`config.mk`:
```
export PLATFORM = sky130hd
export DESIGN_NAME = fifo_with_overflow_policy
export DESIGN_NICKNAME = d
export VERILOG_FILES = /design/src/fwop_pkg.sv /design/src/fwop_ram.sv /design/src/fwop_cfg.sv /design/src/fwop_core.sv /design/src/fifo_with_overflow_policy.sv
export SDC_FILE = /design/constraint.sdc
export NUM_CORES = 2
export LEC_CHECK = 0
export BUFFER_PORTS_ARGS = -buffer_cell sky130_fd_sc_hd__buf_2
export CORE_AREA = 2 2 343 345
export DETAILED_ROUTE_END_ITERATION = 10
export DIE_AREA = 0 0 345 347
export GPL_TIMING_DRIVEN = 0
export PLACE_DENSITY_LB_ADDON = 0.2
export SLEW_MARGIN = 20
export SYNTH_ARGS = -nofsm -noshare
export SYNTH_HDL_FRONTEND = slang
export SYNTH_HIERARCHICAL = 1
export SYNTH_SLANG_ARGS = --single-unit
```
`constraint.sdc`:
```
create_clock -name aclk -period 11.4 [get_ports aclk]
set_clock_uncertainty 0.15 [all_clocks]
set_input_delay 0.57 -clock aclk [delete_from_list [all_inputs] [get_ports aclk]]
set_output_delay 0.57 -clock aclk [all_outputs]
set_load 0.02 [all_outputs]
```
`src/fwop_pkg.sv`:
```
// Shared types, codes and constants of the frame FIFO with overflow policy.
`default_nettype none
package fwop_pkg;

    // Default sizes of the frame store and the saturating counters.
    localparam int DEPTH_DEFAULT       = 16;
    localparam int FRAME_WIDTH_DEFAULT = 64;
    localparam int COUNT_WIDTH_DEFAULT = 32;

    // Configuration register fields and the APB address and data widths.
    localparam int POLICY_WIDTH = 2;
    localparam int CAP_WIDTH    = 5;
    localparam int PADDR_WIDTH  = 3;
    localparam int PDATA_WIDTH  = 32;

    localparam logic [CAP_WIDTH-1:0] CAP_RESET = 5'd16;

    // Register indexes, taken from the word address.
    localparam logic REG_POLICY   = 1'b0;
    localparam logic REG_CAPACITY = 1'b1;

    typedef enum logic [POLICY_WIDTH-1:0] {
        POLICY_LOSSLESS    = 2'd0,
        POLICY_DROP_OLDEST = 2'd1,
        POLICY_LATEST      = 2'd2
    } policy_t;

    typedef enum logic [1:0] {
        MODE_PUSH  = 2'd0,
        MODE_POLL  = 2'd1,
        MODE_CLEAR = 2'd2
    } mode_t;

    typedef enum logic [2:0] {
        STATUS_PUSH_OK       = 3'd0,
        STATUS_BACKPRESSURE  = 3'd1,
        STATUS_POLL_FRAME    = 3'd2,
        STATUS_POLL_EMPTY    = 3'd3,
        STATUS_CLEARED       = 3'd4
    } status_t;

    typedef enum logic {
        S_IDLE = 1'b0,
        S_EXEC = 1'b1
    } fsm_state_t;

    // Configuration as seen by the datapath.
    typedef struct packed {
        policy_t                policy;
        logic [CAP_WIDTH-1:0]   capacity;
    } cfg_t;

endpackage
`default_nettype wire

```
`src/fwop_ram.sv`:
```
// Generic single-clock RAM with one write port and one registered read port.
`default_nettype none
module fwop_ram #(
    parameter  int WIDTH  = 64,
    parameter  int DEPTH  = 16,
    localparam int ADDR_W = (DEPTH > 1) ? $clog2(DEPTH) : 1
) (
    input  wire logic                     aclk,
    input  wire logic                     we,
    input  wire logic [ADDR_W-1:0]        waddr,
    input  wire logic [WIDTH-1:0]         wdata,
    input  wire logic                     re,
    input  wire logic [ADDR_W-1:0]        raddr,
    output logic      [WIDTH-1:0]         rdata
);
    logic [WIDTH-1:0] mem_reg [DEPTH];
    logic [WIDTH-1:0] rdata_reg;

    always_ff @(posedge aclk) begin
        if (we) begin
            mem_reg[waddr] <= wdata;
        end
        if (re) begin
            rdata_reg <= mem_reg[raddr];
        end
    end

    assign rdata = rdata_reg;

endmodule
`default_nettype wire

```
`src/fwop_cfg.sv`:
```
// APB register block holding the overflow policy and the capacity in use.
`default_nettype none
module fwop_cfg (
    input  wire logic                               aclk,
    input  wire logic                               aresetn,
    input  wire logic                               psel,
    input  wire logic                               penable,
    input  wire logic                               pwrite,
    input  wire logic [fwop_pkg::PADDR_WIDTH-1:0]   paddr,
    input  wire logic [fwop_pkg::PDATA_WIDTH-1:0]   pwdata,
    output logic      [fwop_pkg::PDATA_WIDTH-1:0]   prdata,
    output logic                                    pready,
    output fwop_pkg::cfg_t                          cfg
);
    fwop_pkg::policy_t                   policy_reg;
    logic [fwop_pkg::CAP_WIDTH-1:0]      capacity_reg;
    logic                                wr_en;
    logic                                reg_index;

    assign pready    = 1'b1;
    assign wr_en     = psel && penable && pwrite;
    assign reg_index = paddr[2];

    always_ff @(posedge aclk) begin
        if (!aresetn) begin
            policy_reg   <= fwop_pkg::POLICY_LOSSLESS;
            capacity_reg <= fwop_pkg::CAP_RESET;
        end else if (wr_en) begin
            unique case (reg_index)
                fwop_pkg::REG_POLICY: begin
                    policy_reg <= fwop_pkg::policy_t'(pwdata[fwop_pkg::POLICY_WIDTH-1:0]);
                end
                fwop_pkg::REG_CAPACITY: begin
                    capacity_reg <= pwdata[fwop_pkg::CAP_WIDTH-1:0];
                end
                default: begin
                end
            endcase
        end
    end

    always_comb begin
        unique case (reg_index)
            fwop_pkg::REG_POLICY: begin
                prdata = fwop_pkg::PDATA_WIDTH'(policy_reg);
            end
            default: begin
                prdata = fwop_pkg::PDATA_WIDTH'(capacity_reg);
            end
        endcase
    end

    assign cfg.policy   = policy_reg;
    assign cfg.capacity = capacity_reg;

endmodule
`default_nettype wire

```
`src/fwop_core.sv`:
```
// Sequencer, pointers, fill level, counters and result register of the FIFO.
`default_nettype none
module fwop_core #(
    parameter  int DEPTH       = fwop_pkg::DEPTH_DEFAULT,
    parameter  int FRAME_WIDTH = fwop_pkg::FRAME_WIDTH_DEFAULT,
    parameter  int COUNT_WIDTH = fwop_pkg::COUNT_WIDTH_DEFAULT,
    localparam int PTR_W       = (DEPTH > 1) ? $clog2(DEPTH) : 1,
    localparam int FILL_W      = $clog2(DEPTH + 1)
) (
    input  wire logic                       aclk,
    input  wire logic                       aresetn,
    input  wire fwop_pkg::cfg_t             cfg,
    input  wire logic                       in_valid,
    output logic                            in_ready,
    input  wire logic [1:0]                 in_mode,
    input  wire logic [FRAME_WIDTH-1:0]     in_data,
    output logic                            out_valid,
    input  wire logic                       out_ready,
    output logic [2:0]                      out_status,
    output logic [FRAME_WIDTH-1:0]          out_frame,
    output logic [FILL_W-1:0]               out_occupancy,
    output logic [COUNT_WIDTH-1:0]          out_pushed,
    output logic [COUNT_WIDTH-1:0]          out_polled,
    output logic [COUNT_WIDTH-1:0]          out_dropped,
    output logic [COUNT_WIDTH-1:0]          out_rejected,
    output logic                            ram_re,
    output logic [PTR_W-1:0]                ram_raddr,
    input  wire logic [FRAME_WIDTH-1:0]     ram_rdata,
    output logic                            ram_we,
    output logic [PTR_W-1:0]                ram_waddr,
    output logic [FRAME_WIDTH-1:0]          ram_wdata
);
    localparam int CAP_W  = fwop_pkg::CAP_WIDTH;
    localparam int CMP_W  = (FILL_W > CAP_W) ? FILL_W : CAP_W;
    localparam logic [PTR_W-1:0]       LAST_SLOT = PTR_W'(DEPTH - 1);
    localparam logic [COUNT_WIDTH-1:0] COUNT_MAX = {COUNT_WIDTH{1'b1}};

    fwop_pkg::fsm_state_t state_reg, state_next;
    fwop_pkg::mode_t      mode_reg;
    logic [FRAME_WIDTH-1:0] data_reg;

    logic [PTR_W-1:0]       rd_ptr_reg, rd_ptr_next;
    logic [PTR_W-1:0]       wr_ptr_reg, wr_ptr_next;
    logic [FILL_W-1:0]      fill_reg, fill_next;
    logic [COUNT_WIDTH-1:0] pushed_reg, pushed_next;
    logic [COUNT_WIDTH-1:0] polled_reg, polled_next;
    logic [COUNT_WIDTH-1:0] dropped_reg, dropped_next;
    logic [COUNT_WIDTH-1:0] rejected_reg, rejected_next;

    logic                   out_valid_reg;
    fwop_pkg::status_t      status_reg, status_next;
    logic [FRAME_WIDTH-1:0] frame_reg, frame_next;
    logic [FILL_W-1:0]      occ_reg;
    logic [COUNT_WIDTH-1:0] o_pushed_reg, o_polled_reg, o_dropped_reg, o_rejected_reg;

    logic                   in_fire;
    logic                   out_free;
    logic                   exec_fire;
    logic [CMP_W-1:0]       cap_ext;
    logic [CMP_W-1:0]       eff_cap;
    logic                   full;
    logic [COUNT_WIDTH:0]   drop_sum;

    function automatic logic [PTR_W-1:0] next_slot(input logic [PTR_W-1:0] p);
        return (p == LAST_SLOT) ? '0 : p + 1'b1;
    endfunction

    function automatic logic [COUNT_WIDTH-1:0] sat_inc(input logic [COUNT_WIDTH-1:0] c);
        return (c == COUNT_MAX) ? c : c + 1'b1;
    endfunction

    assign in_ready  = (state_reg == fwop_pkg::S_IDLE);
    assign in_fire   = in_valid && in_ready;
    assign out_free  = !out_valid_reg || out_ready;
    assign exec_fire = (state_reg == fwop_pkg::S_EXEC) && out_free;

    // The head entry is read as the transaction is accepted.
    assign ram_re    = in_fire;
    assign ram_raddr = rd_ptr_reg;

    // A capacity of zero counts as one; any capacity above the depth counts as the depth.
    assign cap_ext = CMP_W'(cfg.capacity);
    assign eff_cap = (cfg.capacity == '0) ? CMP_W'(1) :
                     ((cap_ext > CMP_W'(DEPTH)) ? CMP_W'(DEPTH) : cap_ext);
    assign full    = (CMP_W'(fill_reg) >= eff_cap);

    assign drop_sum = {1'b0, dropped_reg} + (COUNT_WIDTH + 1)'(fill_reg);

    always_comb begin
        state_next    = state_reg;
        rd_ptr_next   = rd_ptr_reg;
        wr_ptr_next   = wr_ptr_reg;
        fill_next     = fill_reg;
        pushed_next   = pushed_reg;
        polled_next   = polled_reg;
        dropped_next  = dropped_reg;
        rejected_next = rejected_reg;
        status_next   = fwop_pkg::STATUS_CLEARED;
        frame_next    = '0;
        ram_we        = 1'b0;
        ram_waddr     = wr_ptr_reg;
        ram_wdata     = data_reg;

        unique case (state_reg)
            fwop_pkg::S_IDLE: begin
                if (in_fire) begin
                    state_next = fwop_pkg::S_EXEC;
                end
            end
            fwop_pkg::S_EXEC: begin
                case (mode_reg)
                    fwop_pkg::MODE_PUSH: begin
                        status_next = fwop_pkg::STATUS_PUSH_OK;
                        case (cfg.policy)
                            fwop_pkg::POLICY_LOSSLESS: begin
                                if (full) begin
                                    rejected_next = sat_inc(rejected_reg);
                                    status_next   = fwop_pkg::STATUS_BACKPRESSURE;
                                end else begin
                                    ram_we      = exec_fire;
                                    wr_ptr_next = next_slot(wr_ptr_reg);
                                    fill_next   = fill_reg + 1'b1;
                                    pushed_next = sat_inc(pushed_reg);
                                end
                            end
                            fwop_pkg::POLICY_DROP_OLDEST: begin
                                ram_we      = exec_fire;
                                wr_ptr_next = next_slot(wr_ptr_reg);
                                pushed_next = sat_inc(pushed_reg);
                                if (full) begin
                                    // The head is dropped and the new frame takes its place.
                                    rd_ptr_next  = next_slot(rd_ptr_reg);
                                    dropped_next = sat_inc(dropped_reg);
                                end else begin
                                    fill_next = fill_reg + 1'b1;
                                end
                            end
                            default: begin
                                // Latest only, which also covers the unused policy code.
                                dropped_next = drop_sum[COUNT_WIDTH] ? COUNT_MAX :
                                               drop_sum[COUNT_WIDTH-1:0];
                                rd_ptr_next  = wr_ptr_reg;
                                ram_we       = exec_fire;
                                wr_ptr_next  = next_slot(wr_ptr_reg);
                                fill_next    = FILL_W'(1);
                                pushed_next  = sat_inc(pushed_reg);
                            end
                        endcase
                    end
                    fwop_pkg::MODE_POLL: begin
                        if (fill_reg == '0) begin
                            status_next = fwop_pkg::STATUS_POLL_EMPTY;
                        end else begin
                            status_next = fwop_pkg::STATUS_POLL_FRAME;
                            frame_next  = ram_rdata;
                            rd_ptr_next = next_slot(rd_ptr_reg);
                            fill_next   = fill_reg - 1'b1;
                            polled_next = sat_inc(polled_reg);
                        end
                    end
                    default: begin
                        // Clear, which also covers the unused mode code.
                        rd_ptr_next = '0;
                        wr_ptr_next = '0;
                        fill_next   = '0;
                        status_next = fwop_pkg::STATUS_CLEARED;
                    end
                endcase
                if (exec_fire) begin
                    state_next = fwop_pkg::S_IDLE;
                end
            end
            default: begin
                state_next = fwop_pkg::S_IDLE;
            end
        endcase
    end

    always_ff @(posedge aclk) begin
        if (!aresetn) begin
            state_reg     <= fwop_pkg::S_IDLE;
            rd_ptr_reg    <= '0;
            wr_ptr_reg    <= '0;
            fill_reg      <= '0;
            pushed_reg    <= '0;
            polled_reg    <= '0;
            dropped_reg   <= '0;
            rejected_reg  <= '0;
            out_valid_reg <= 1'b0;
        end else begin
            state_reg <= state_next;
            if (exec_fire) begin
                rd_ptr_reg    <= rd_ptr_next;
                wr_ptr_reg    <= wr_ptr_next;
                fill_reg      <= fill_next;
                pushed_reg    <= pushed_next;
                polled_reg    <= polled_next;
                dropped_reg   <= dropped_next;
                rejected_reg  <= rejected_next;
                out_valid_reg <= 1'b1;
            end else if (out_ready) begin
                out_valid_reg <= 1'b0;
            end
        end
    end

    always_ff @(posedge aclk) begin
        if (in_fire) begin
            mode_reg <= fwop_pkg::mode_t'(in_mode);
            data_reg <= in_data;
        end
        if (exec_fire) begin
            status_reg     <= status_next;
            frame_reg      <= frame_next;
            occ_reg        <= fill_next;
            o_pushed_reg   <= pushed_next;
            o_polled_reg   <= polled_next;
            o_dropped_reg  <= dropped_next;
            o_rejected_reg <= rejected_next;
        end
    end

    assign out_valid     = out_valid_reg;
    assign out_status    = status_reg;
    assign out_frame     = frame_reg;
    assign out_occupancy = occ_reg;
    assign out_pushed    = o_pushed_reg;
    assign out_polled    = o_polled_reg;
    assign out_dropped   = o_dropped_reg;
    assign out_rejected  = o_rejected_reg;

endmodule
`default_nettype wire

```
`src/fifo_with_overflow_policy.sv`:
```
// Top level of the bounded frame FIFO with a selectable overflow policy.
// Each transaction on the s_ channel is one operation: s_tuser selects push,
// poll or clear, and s_tdata carries the frame for a push. Every operation
// gives exactly one result transaction on the m_ channel: m_tuser holds the
// status and m_tdata the polled frame, the occupancy after the operation and
// the four saturating counters (pushed, polled, dropped, rejected).
// The APB port sets the overflow policy (lossless, drop oldest, latest only)
// at byte address 0 and the capacity in use at byte address 4; write it only
// while no operation is in flight.
// In the accept cycle of an operation the frame store is read at the head
// pointer, and in the execute state that follows the pointers, fill level and
// counters are updated, a push is written to the store and the result is
// loaded into the output register. The store's registered read port sets
// this split, so no new operation is taken until the current one has been
// executed, and m_tvalid rises when the execute state completes.
// The output register lets a new operation be accepted while a result waits.
// When the receiver stalls, the next operation holds in its update cycle and
// s_tready stays low until the output register frees.
// Reset clears the pointers, fill level and counters and sets the policy to
// lossless with a capacity of 16; the store contents are not cleared.
`default_nettype none
module fifo_with_overflow_policy #(
    parameter  int DEPTH       = fwop_pkg::DEPTH_DEFAULT,
    parameter  int FRAME_WIDTH = fwop_pkg::FRAME_WIDTH_DEFAULT,
    parameter  int COUNT_WIDTH = fwop_pkg::COUNT_WIDTH_DEFAULT,
    localparam int FILL_W      = $clog2(DEPTH + 1),
    localparam int S_TDATA_W   = ((FRAME_WIDTH + 7) / 8) * 8,
    localparam int M_RAW_W     = FRAME_WIDTH + FILL_W + 4 * COUNT_WIDTH,
    localparam int M_TDATA_W   = ((M_RAW_W + 7) / 8) * 8
) (
    input  wire logic                               aclk,
    input  wire logic                               aresetn,
    // Input channel.
    input  wire logic                               s_tvalid,
    output logic                                    s_tready,
    // s_tdata: frame_data.
    input  wire logic [S_TDATA_W-1:0]               s_tdata,
    // s_tuser: mode.
    input  wire logic [1:0]                         s_tuser,
    // Result channel.
    output logic                                    m_tvalid,
    input  wire logic                               m_tready,
    // m_tdata: frame_out, occupancy, pushed_count, polled_count,
    // dropped_count, rejected_count.
    output logic [M_TDATA_W-1:0]                    m_tdata,
    // m_tuser: status.
    output logic [2:0]                              m_tuser,
    // Configuration port.
    input  wire logic                               psel,
    input  wire logic                               penable,
    input  wire logic                               pwrite,
    input  wire logic [fwop_pkg::PADDR_WIDTH-1:0]   paddr,
    input  wire logic [fwop_pkg::PDATA_WIDTH-1:0]   pwdata,
    output logic      [fwop_pkg::PDATA_WIDTH-1:0]   prdata,
    output logic                                    pready
);
    localparam int PTR_W     = (DEPTH > 1) ? $clog2(DEPTH) : 1;

    fwop_pkg::cfg_t          cfg;
    logic                    ram_re;
    logic [PTR_W-1:0]        ram_raddr;
    logic [FRAME_WIDTH-1:0]  ram_rdata;
    logic                    ram_we;
    logic [PTR_W-1:0]        ram_waddr;
    logic [FRAME_WIDTH-1:0]  ram_wdata;

    logic [FRAME_WIDTH-1:0]  frame_out;
    logic [FILL_W-1:0]       occupancy;
    logic [COUNT_WIDTH-1:0]  pushed_count;
    logic [COUNT_WIDTH-1:0]  polled_count;
    logic [COUNT_WIDTH-1:0]  dropped_count;
    logic [COUNT_WIDTH-1:0]  rejected_count;

    fwop_cfg u_cfg (
        .aclk    (aclk),
        .aresetn (aresetn),
        .psel    (psel),
        .penable (penable),
        .pwrite  (pwrite),
        .paddr   (paddr),
        .pwdata  (pwdata),
        .prdata  (prdata),
        .pready  (pready),
        .cfg     (cfg)
    );

    fwop_ram #(
        .WIDTH (FRAME_WIDTH),
        .DEPTH (DEPTH)
    ) u_store (
        .aclk  (aclk),
        .we    (ram_we),
        .waddr (ram_waddr),
        .wdata (ram_wdata),
        .re    (ram_re),
        .raddr (ram_raddr),
        .rdata (ram_rdata)
    );

    fwop_core #(
        .DEPTH       (DEPTH),
        .FRAME_WIDTH (FRAME_WIDTH),
        .COUNT_WIDTH (COUNT_WIDTH)
    ) u_core (
        .aclk          (aclk),
        .aresetn       (aresetn),
        .cfg           (cfg),
        .in_valid      (s_tvalid),
        .in_ready      (s_tready),
        .in_mode       (s_tuser),
        .in_data       (s_tdata[FRAME_WIDTH-1:0]),
        .out_valid     (m_tvalid),
        .out_ready     (m_tready),
        .out_status    (m_tuser),
        .out_frame     (frame_out),
        .out_occupancy (occupancy),
        .out_pushed    (pushed_count),
        .out_polled    (polled_count),
        .out_dropped   (dropped_count),
        .out_rejected  (rejected_count),
        .ram_re        (ram_re),
        .ram_raddr     (ram_raddr),
        .ram_rdata     (ram_rdata),
        .ram_we        (ram_we),
        .ram_waddr     (ram_waddr),
        .ram_wdata     (ram_wdata)
    );

    // Fields are packed from the lowest bit up and padded to whole bytes.
    assign m_tdata = M_TDATA_W'({rejected_count, dropped_count, polled_count,
                                 pushed_count, occupancy, frame_out});

endmodule
`default_nettype wire

```
== After elaboration in Yosys (flattened, before gate mapping) ==
Memory sizes are Yosys's and may differ from the RTL's. A register that Yosys moved wholly into a read port is not among the register bits.
Index checks and enable logic that the tools add are counted.

* Logic and storage cells: 116
* Memories: 1
* Output and inout port bits: 238
* Bits in registers: 416
* Input bits: 108
* Memory bits (writable): 1024

* $add $sub $neg: 9
* Bitwise operators: 3
* Reductions and logical operators: 17
* Muxes and demuxes: 52
* Equal/unequal tests: 12
* Order comparisons: 2

{| class="wikitable"
|+ Memory list
! name !! depth !! bits a word !! read ports !! clocked after memory_dff !! wr ports !! RTL line !! text
|-
| u_store.mem_reg || 16 || 64 || 1 || 1 || 1 || fwop_ram.sv:16 || <nowiki>logic [WIDTH-1:0] mem_reg [DEPTH];</nowiki>
|}

{| class="wikitable"
|+ Operators with widths
! kind !! count
|-
| $mux 32 || 19
|-
| $add 32x1->32 const B || 4
|-
| $eq 32x32->1 const B || 4
|-
| $pmux 32 s2 || 1
|-
| $mux 5 || 7
|-
| $add 32x5->33 || 1
|-
| $mux 4 || 6
|-
| $pmux 4 s2 || 3
|-
| $mux 1 || 12
|-
| $logic_not 5->1 || 2
|-
| $pmux 5 s2 || 1
|-
| $add 4x1->4 const B || 2
|-
| $eq 4x4->1 const B || 2
|-
| $pmux 3 s2 || 1
|-
| $add 5x1->5 const B || 1
|-
| $ge 5x5->1 || 1
|-
| $gt 5x5->1 const B || 1
|-
| $reduce_and 5->1 || 1
|-
| $sub 5x1->5 const B || 1
|-
| $eq 2x1->1 const B || 2
|-
| $logic_and 1x1->1 || 4
|-
| $logic_not 2->1 || 2
|-
| $ne 2x2->1 const B || 2
|-
| $reduce_and 2->1 || 2
|-
| 11 further kinds || 13
|}

== Depth between registers and ports, before layout ==
* Depth in word-level cells: 10
* Gate-level depth with buffers: 13
* Mapped depth without buffers: 11

== By module ==
Netlist, hierarchy kept.

{| class="wikitable"
|+ By module, submodules not included
! module !! sequential area each (µm²) !! instances !! area an instance (µm²) !! cells each
|-
| fwop_ram || 32671.3 || 1 || 40222.3 || 1647
|-
| fwop_core || 10850.4 || 1 || 19058.3 || 1770
|-
| fwop_cfg || 140.1 || 1 || 556.8 || 65
|-
| fifo_with_overflow_policy || 0.0 || 1 || 26.3 || 4
|}

== Worst setup path after synthesis ==
OpenSTA, ideal clock, no wires.

* Kind: input port to flip-flop
* Start point: input port m_tready
* End point: register u_core.pushed_reg[24]
* Data arrival time: 7.577 ns
* Data required time: 10.833 ns
* Setup time: 0.417 ns
* Stages: 7
* Setup slack: 3.256 ns
* Buffers on the path: 3
* Cells stage by stage: nand2b_1 nand2_1 inv_1 clkbuf_1 buf_1 buf_1 a311oi_1

* Longest elaborated chain between the ends: 2

{| class="wikitable"
|+ Ends and longest elaborated chain
! item !! RTL line !! text
|-
| from (decl) || fifo_with_overflow_policy.sv:42 || <nowiki>input wire logic m_tready,</nowiki>
|-
| $logic_or 1x1->1 || fwop_core.sv:74 || <nowiki>assign out_free = !out_valid_reg || out_ready;</nowiki>
|-
| $logic_and 1x1->1 || fwop_core.sv:75 || <nowiki>assign exec_fire = (state_reg == fwop_pkg::S_EXEC) && out_free;</nowiki>
|-
| via u_core.exec_fire || fwop_core.sv:58 || <nowiki>logic exec_fire;</nowiki>
|-
| to (signal assigned) || fwop_core.sv:196 || <nowiki>pushed_reg <= pushed_next;</nowiki>
|-
| to (decl) || fwop_core.sv:45 || <nowiki>logic [COUNT_WIDTH-1:0] pushed_reg, pushed_next;</nowiki>
|}

The timed path passes the listed nets, and every way through them passes these cells.
A chain may end at the register's enable or synchronous reset.

== Final worst setup path ==
* Start point: register u_cfg/capacity_reg[2] (netlist bit)
* End point: memory u_store.mem_reg[4][58], enable pin

* Longest elaborated chain between the ends: 10
* Elaborated cells between the ends (all ways): 11
* Classes of those cells: 2 x order compare; 8 x mux; 1 x reduce/logical

{| class="wikitable"
|+ Ends and longest elaborated chain
! item !! RTL line !! text
|-
| from (decl) || fwop_cfg.sv:16 || <nowiki>logic [fwop_pkg::CAP_WIDTH-1:0] capacity_reg;</nowiki>
|-
| from (signal assigned) || fwop_cfg.sv:27 || <nowiki>capacity_reg <= fwop_pkg::CAP_RESET;</nowiki>
|-
| from (signal assigned) || fwop_cfg.sv:34 || <nowiki>capacity_reg <= pwdata[fwop_pkg::CAP_WIDTH-1:0];</nowiki>
|-
| $gt 5x5->1 || fwop_core.sv:84 || <nowiki>((cap_ext > CMP_W'(DEPTH)) ? CMP_W'(DEPTH) : cap_ext);</nowiki>
|-
| $mux 5 || fwop_core.sv:84 ||
|-
| $mux 5 * || fwop_core.sv:83 || <nowiki>assign eff_cap = (cfg.capacity == '0) ? CMP_W'(1) :</nowiki>
|-
| $ge 5x5->1 * || fwop_core.sv:85 || <nowiki>assign full = (CMP_W'(fill_reg) >= eff_cap);</nowiki>
|-
| $mux 1 * || fwop_core.sv:116 || <nowiki>if (full) begin</nowiki>
|-
| $mux 1 * || fwop_core.sv:114 || <nowiki>case (cfg.policy)</nowiki>
|-
| $mux 1 * || fwop_core.sv:111 || <nowiki>case (mode_reg)</nowiki>
|-
| $mux 1 * || fwop_core.sv:104 || <nowiki>unique case (state_reg)</nowiki>
|-
| via ram_we || fifo_with_overflow_policy.sv:63 || <nowiki>logic ram_we;</nowiki>
|-
| $mux 1 * || fwop_ram.sv:20 || <nowiki>if (we) begin</nowiki>
|-
| $mux 1 (not written as such) * || fwop_ram.sv:21 || <nowiki>mem_reg[waddr] <= wdata;</nowiki>
|-
| to (decl) || fwop_ram.sv:16 ||
|}

Mark *: on every way through the listed nets, which the timed path passes. The rest lies on a longest branch.

==> reports/results.txt <==
critical path's top delay family: simple AND/OR/NAND/NOR gates
Max Root-Sink Buffers: 3
status: completed
power share of the combinational group: 2.8%
CP max-delay cell: nor3_2
DRT Wirelength: 152 mm
ys async rst share: 0%
final hold vios: 0
Syn Std Cell Area: 0.0599 mm^2
remaining antenna violation count: 0
Slew Limit Fails: 0
Vias per Instance: 5.94
num rows: 125
antenna violations before repair: 6
CTS sink count: 1,504
post-layout min period: 5.29 ns
worst hold margin: 0.0507 ns
Slew headroom: 29.0%
slew at the pin closest to its max-slew limit: 1.06 ns
critical path launch point type: register
wire length per cell: 26.2 um
global route overflow: 0
final period utilization: 46.4%
All-Layer GR Usage: 25.2%
fin worst setup slack: 6.11 ns
CP peak stage delay: 0.75 ns
leading area contributor after synthesis: edfxtp_1
Synth top area share: 67.9%
WP data arrival: 5.60 ns
critical path class: reg -> reg
nets@finish: 4,255
port bufs: 285
Leak Pwr: 0.0230 uW
Post-Syn Area per Cell: 17.2 um^2
placed cell count: 5,423
sequential share of power: 53.8%
distinct cell type count of the synthesized netlist: 95
die area: 0.120 mm^2
Hold WC Path Type: in -> reg
register area share after synthesis: 72.9%
fraction of layout cells with a size suffix above 1: 24.2%
max FFs per register: 1,024
Die Y: 347 um
worst path cell trace: nor3_1, nor2_1, nor2_1, ha_1, nor2b_1, o21ai_1, a31o_2, a31oi_1, clkbuf_1, nand3b_1, nor3_2, buf_4, buf_6, buf_4, buf_4
max_cap viols: 0
critical path fanouts, max: 13
crit path buf inv count: 5
number of top-level pins: 346
vias in the first global route: 33,900
number of synthesized flops with an enable pin: 1,354
peak supply drop: 166 uV
detailed placer's ending HPWL: 100 mm
largest net degree at the start of global routing: 36
Worst-Skew Late Latency: 0.76 ns
vias after detailed routing: 34,400
critical path capture point type: register
Synth-to-Final Area Change: 18.4%
pre-CTS WS: 6.05 ns
first-pass GRT wire length: 223 mm
clock transition at the registers of the reported paths: 0.06 ns
Mapped Cells: 3,486
YS warnings: 6
most used cell, CP: buf_4
DR iter-0 viols: 3,410
Setup TNS: 0 ns
Pre-antenna DRT Iters: 6
DRC violations left: 0
CTS root buf: clkbuf_16
post-synthesis register bit count: 1,504
Initial Utilization: 51.7%
max frequency: 189 MHz
die width: 345 um
CORE AREA: 0.116 mm^2
switching share of power: 20.9%
H-tree Lvls: 4
fin cells: 5,784
FILL cells: 8,528
RSZ-0062 raised after global routing: no
cell-internal power: 9030 uW
top post-synthesis cells by area: edfxtp_1 (68%), mux4_2 (9.6%), dfxtp_1 (5.0%), a22oi_1 (1.6%), xnor2_1 (1.5%)
CTS tree: yes
pwr/cell area: 161 mW/mm^2
final-report setup violation count: 0
sw power: 2390 uW
Req. time, crit path: 11.71 ns
Clk pwr share: 43.5%
GP Congestion: 0.943
Main synth FF type: edfxtp_1
CTS Buf Count: 153
cells in the mapped netlist, types with 64 or more instances:
library cell / count
clkbuf_1: 107
edfxtp_1: 1354
xnor2_1: 102
nand3_1: 95
mux4_2: 256
o21ai_0: 64
nand2_1: 229
nor2_1: 178
a21oi_1: 72
and2_1: 93
dfxtp_1: 150
a22oi_1: 130
final cells by class:
type                       instances  area (um^2)  area share, %
sequential                      1504        43700           61.6
multi-input combinational       1773        15200           21.5
clock buffer                     177         3980           5.62
timing repair buffer             459         3850           5.44
tap                             1524         1910           2.69
buffer                           217         1120           1.58
clock inverter                   109         1020           1.43
inverter                          20         75.1          0.106
antenna                            1         2.50        0.00353
cells in the final DEF (no fill, tap or decap), types with 31 or more instances in the layout:
cell and instances:
edfxtp_1 1354, buf_2 320, mux4_2 256, nand2_1 229, nor2_1 165, clkbuf_16 155
dfxtp_1 150, a22oi_1 130, clkbuf_1 126, xnor2_1 102, nand3_1 95, and2_1 93
dlygate4sd3_1 74, buf_4 73, a21oi_1 72, o21ai_0 64, xor2_1 63, nand4_1 53
nor3_1 52, clkinv_1 39, buf_12 33, conb_1 31
worst reg2reg max path: cells and delay by family (launching register included):
family,cells,cell delay (ns)
AOI/OAI and AO/OA,3,0.82
adders and majority gates,1,0.28
buffers and inverters,5,1.55
DFF,1,0.36
and+or+nand+nor,6,1.85
power groups by stage:
stage                     logic [uW]  registers, uW  clock network [uW]
after floorplan                  125           6290                   0
final                            315           6140                4960
after global placement           280           6280                   0
after global routing             335           6150                5260
after detailed placement         297           6260                   0
after CTS                        318           6140                5060
per-layer routing:
metal  vias up  track usage, %  wire length (um)
met3       247            5.40             12500
li1      15100               -                 -
met1     17500            34.7             62000
met4         2            7.94              4240
met5         -               0                13
met2      1494            40.6             72800
cell families after synthesis:
family | after synthesis | share of synthesized area (%)
compound gates | 401 | 4.62
xor+xnor | 165 | 2.41
fa+ha+maj | 19 | 0.410
buf+inv | 237 | 1.99
flops | 1504 | 72.9
mux | 275 | 9.96
other cells | 3 | 0.0188
simple gates | 882 | 7.65
metrics by stage:
| stage | total power (uW) | instance area (um^2) | util (%) |
|---|---|---|---|
| after floorplan | 6420 | 60000 | - |
| after global placement | 6560 | 63300 | 54.7 |
| after detailed placement | 6560 | 65100 | 56.3 |
| after CTS | 11500 | 70800 | 61.2 |
| after global routing | 11700 | 70800 | 61.2 |
| final | 11400 | 70900 | 61.2 |
worst paths after layout:
kind,start,end,slack (ns),depth (start not counted)
setup reg to reg,u_cfg/capacity_reg[2],u_store/mem_reg[4][58],6.11,15
hold / removal,aresetn,u_core/rejected_reg[30],0.05,3
setup / recovery,u_cfg/capacity_reg[2],u_store/mem_reg[4][58],6.11,15
hold reg to reg,u_core/rejected_reg[30],u_core/rejected_reg[30],0.35,2
what timing repair did:
item	in CTS	in global routing
gates resized for setup	0	0
setup buffers	0	0
endpoints found under the hold margin	73	0
hold buffers	74	0
endpoints found under the setup margin	0	0
Note: power is estimated with default switching activity, not from simulation.
